**src/sv/wcs_pkg.sv**
```systemverilog
// Shared types, field widths and codes for the weighted cell sampler.
package wcs_pkg;

   // Field widths
   localparam int OP_W     = 2;
   localparam int IDX_W    = 12;
   localparam int WEIGHT_W = 32;
   localparam int DELTA_W  = 49;
   localparam int FRAC_W   = 32;
   localparam int VAL_W    = 48;
   localparam int CELLS_W  = 13;
   localparam int PROD_W   = 64;

   // Stream packing
   localparam int REQ_DATA_W = 128;
   localparam int RSP_DATA_W = 64;

   localparam logic [CELLS_W-1:0] CELLS_RESET = 13'd4096;
   localparam logic [VAL_W-1:0]   VAL_MAX     = {VAL_W{1'b1}};

   // Operation codes carried in req_tuser
   localparam logic [OP_W-1:0] OP_LOAD   = 2'd0;
   localparam logic [OP_W-1:0] OP_SAMPLE = 2'd1;
   localparam logic [OP_W-1:0] OP_ADJUST = 2'd2;

   typedef enum logic {
      ALU_SAT_ADD,
      ALU_MAC
   } alu_op_type;

   typedef struct packed {
      alu_op_type                 op;
      logic [VAL_W-1:0]           opa;
      logic signed [DELTA_W-1:0]  opb;
      logic [VAL_W-1:0]           opc;
   } alu_req_type;

   typedef struct packed {
      logic [PROD_W-1:0] result;
      logic              less;
   } alu_rsp_type;

   typedef enum logic [3:0] {
      ST_IDLE,
      ST_LOAD,
      ST_MUL_LO,
      ST_MUL_HI,
      ST_SRCH_RD,
      ST_SRCH_CMP,
      ST_ADJ_RUN,
      ST_ADJ_TOTAL,
      ST_DONE
   } state_type;

endpackage

```
**src/sv/wcs_alu.sv**
```systemverilog
// Shared arithmetic unit: saturating signed add, 32x32 multiply-accumulate, compare.
module wcs_alu (
   input  wcs_pkg::alu_req_type req,
   output wcs_pkg::alu_rsp_type rsp
);
   import wcs_pkg::*;

   logic signed [VAL_W+1:0] sum;
   logic [PROD_W-1:0]       product;
   logic [VAL_W-1:0]        sat_sum;

   // Add unsigned base and signed delta, clamp at zero and at full scale
   always_comb begin
      sum = $signed({2'b00, req.opa}) + $signed({req.opb[DELTA_W-1], req.opb});
      if (sum[VAL_W+1]) begin
         sat_sum = '0;
      end else if (sum[VAL_W]) begin
         sat_sum = VAL_MAX;
      end else begin
         sat_sum = sum[VAL_W-1:0];
      end
   end

   // One 32x32 multiplier with an addend
   assign product = req.opa[31:0] * req.opb[31:0];

   always_comb begin
      case (req.op)
         ALU_MAC: rsp.result = product + PROD_W'(req.opc);
         default: rsp.result = PROD_W'(sat_sum);
      endcase
      rsp.less = (req.opa < req.opc);
   end

endmodule

```
**config.mk**
```make
export PLATFORM = sky130hd
export DESIGN_NAME = wcs_alu
export DESIGN_NICKNAME = d
export VERILOG_FILES = /design/src/sv/wcs_pkg.sv /design/src/sv/wcs_alu.sv
export SDC_FILE = /design/constraint.sdc
export NUM_CORES = 2
export LEC_CHECK = 0
export ABC_AREA = 1
export BUFFER_PORTS_ARGS = -buffer_cell sky130_fd_sc_hd__buf_2
export CORE_ASPECT_RATIO = 0.5
export CORE_MARGIN = 4
export CORE_UTILIZATION = 60
export DETAILED_ROUTE_END_ITERATION = 8
export GPL_TIMING_DRIVEN = 0
export PLACE_DENSITY = 0.81
export SKIP_LAST_GASP = 1
export SYNTH_ARGS = -nofsm -noshare
export SYNTH_HDL_FRONTEND = slang
export SYNTH_SLANG_ARGS = --single-unit
```
**constraint.sdc**
```tcl
create_clock -name vclk -period 8
set_clock_uncertainty 0.05 [all_clocks]
set_input_delay 1.2 -clock vclk [all_inputs]
set_output_delay 1.2 -clock vclk [all_outputs]
set_load 0.01 [all_outputs]
```
==> reports/qor.yml <==
setup_path:
  cpPeakStageDelay_ns: 0.64
  start_kind: "input pin"
  crit_start: "req[64]"
  crit_type: "input pin to primary output"
  crit_fanout: 10
  crit_top_cell: "fa_1"
  endpoint_kind: "primary output"
  cp.required_ns: 6.75
  cp_slowest_cell: "fa_2"
  arrival_ns: 8.49
synthesis:
  synth.distinct_cells: 35
  yosysWarnings: 0
  synth_nets: 7526
  syn_avg_cell_area_um2: 6.946
  synth.cell_area_mm2: 0.04227
  yosys-top-cells-area: "fa_1, nand2_1, inv_1"
  yosysSeqAreaShare: 0
  netlist_instances: 6086
  synth_top_cell_area_share: 0.4475
  synth_largest_area_cell: "fa_1"
routing:
  routed_wirelength_um: 210200
  drt_iter0_markers: 7296
  drc: 140
  drtAntennaViolNets: 0
  first_pass_iters: 9
  vias_per_cell: 6.135
  dr_total_vias: 45430
  wl_per_cell_um: 28.39
floorplanning:
  floorplan.core_area_mm2: 0.06934
  die_x_um: 383.4
  num_rows: 68
  start_util: 0.6096
  io-pin-count: 211
  die-area_mm2: 0.07502
  chipHeight_um: 195.7
placement:
  dpl.cell_count: 7242
  gp_congestion: 1.172
  dp_hpwl_um: 162600
  placedInstanceArea_mm2: 0.04550
  port_buffers: 211
sta:
  grt_setup_unrepaired: "true"
  finalCritPeriodShare: 1.217
  hold_violations: 0
  post-route-min-period_ns: 9.739
  fin_ws_ns: -1.739
  fmax_mhz: 102.7
  final-max-slew-violation-count: 0
  tightest_slew_ns: 0.9361
  setup_viol: 55
  slew_headroom: 0.3712
final_layout:
  design_area_mm2: 0.05197
  final_util: 0.7494
  seq_cell_count: 0
  drive_gt1_frac: 0.1822
  ff_latch_area_um2: 0
  syn_to_final_growth_pct: 22.93
  nets: 7881
  fillers: 5112
  fin_cells: 7406
  nClkBuffers: 0
  mostFrequentLayoutCells: "nand2_1, inv_1, fa_1"
  layout_commonest_cell: "nand2_1"
hold_path:
  hold_start: "req[0]"
  hold_class: "input pin to primary output"
global_routing:
  grt_pass1_vias: 44530
  grt_overflow: 0
  grt_pass1_wl_um: 285300
  antenna_found_initial: 14
  grt_max_degree: 11
  track_usage: 0.5296
status:
  violations: "DRC, setup timing"
  status: "complete, but fails checks"
job:
  max_cap_violations: 0
layer usage:
metal  vias up  GRT usage  share of wire
met3      1505     0.3582           0.21
met2      4487     0.7051           0.37
met5         -    0.07727          0.011
li1      17860          -              -
met4        56     0.2788          0.087
met1     21520     0.6354           0.33
final timing paths:
check	endpoint	slack (ns)	cells after the start
worst min-delay path	rsp[1]	2.83	5
worst max-delay path	rsp[32]	-1.74	28
cells by family (layout without fill, tap and decap cells):
family,Yosys count,count (layout),share of synthesized area
compound gates,286,286,0.03501
xor+xnor,32,32,0.006630
fa+ha+maj,1294,1294,0.5508
buf+inv,2105,2458,0.1881
other cells,0,22,0
simple gates,2369,2369,0.2194
worst max-delay path, delay by kind of cell:
family	cells	cell delay, ns
adders and majority gates	9	4.63
buffers and inverters	10	1.47
and+or+nand+nor	7	0.94
xor gates and xnor gates	1	0.20
AOI/OAI and AO/OA	1	0.05
synthesized netlist by cell type (all sizes together), types with 5 or more instances:
| cell type | n |
|---|---|
| nand2 | 1964 |
| inv | 1896 |
| fa | 945 |
| ha | 349 |
| nor2 | 217 |
| clkbuf | 196 |
| a21oi | 175 |
| nand3 | 108 |
| o21ai | 90 |
| nand4 | 28 |
| xnor2 | 25 |
| nand3b | 22 |
| nor4 | 14 |
| buf | 12 |
| nor3 | 9 |
| o21bai | 8 |
| xor2 | 7 |
| and2 | 5 |
cell type report:
cell class / instances / area, µm² / area share
Timing Repair Buffer: 353 / 2927 / 0.05632
Multi-Input combinational cell: 3981 / 37190 / 0.7156
Tap cell: 945 / 1182 / 0.02275
Buffer: 208 / 3486 / 0.06708
Inverter: 1897 / 7131 / 0.1372
Antenna cell: 22 / 55.05 / 0.001059
metrics by stage:
| stage | hold WS (ns) | TNS, ns | setup slack, ns |
|---|---|---|---|
| finish | 2.825 | -72.38 | -1.739 |
| detailed placement | 2.819 | -96.84 | -2.157 |
| global route | 2.859 | -69.72 | -1.629 |
| floorplan | 2.592 | -1.562 | -0.1222 |
| CTS | 2.820 | -50.20 | -1.151 |
| global placement | 2.784 | -92.93 | -2.052 |
repair_timing:
action | 4_1_cts | 5_1_grt
pin swaps | 204 | 196
endpoints found under the setup margin | 56 | 56
hold buffers | 0 | 0
resized for setup | 962 | 348
gates cloned | 3 | 0
setup buffers | 82 | 60
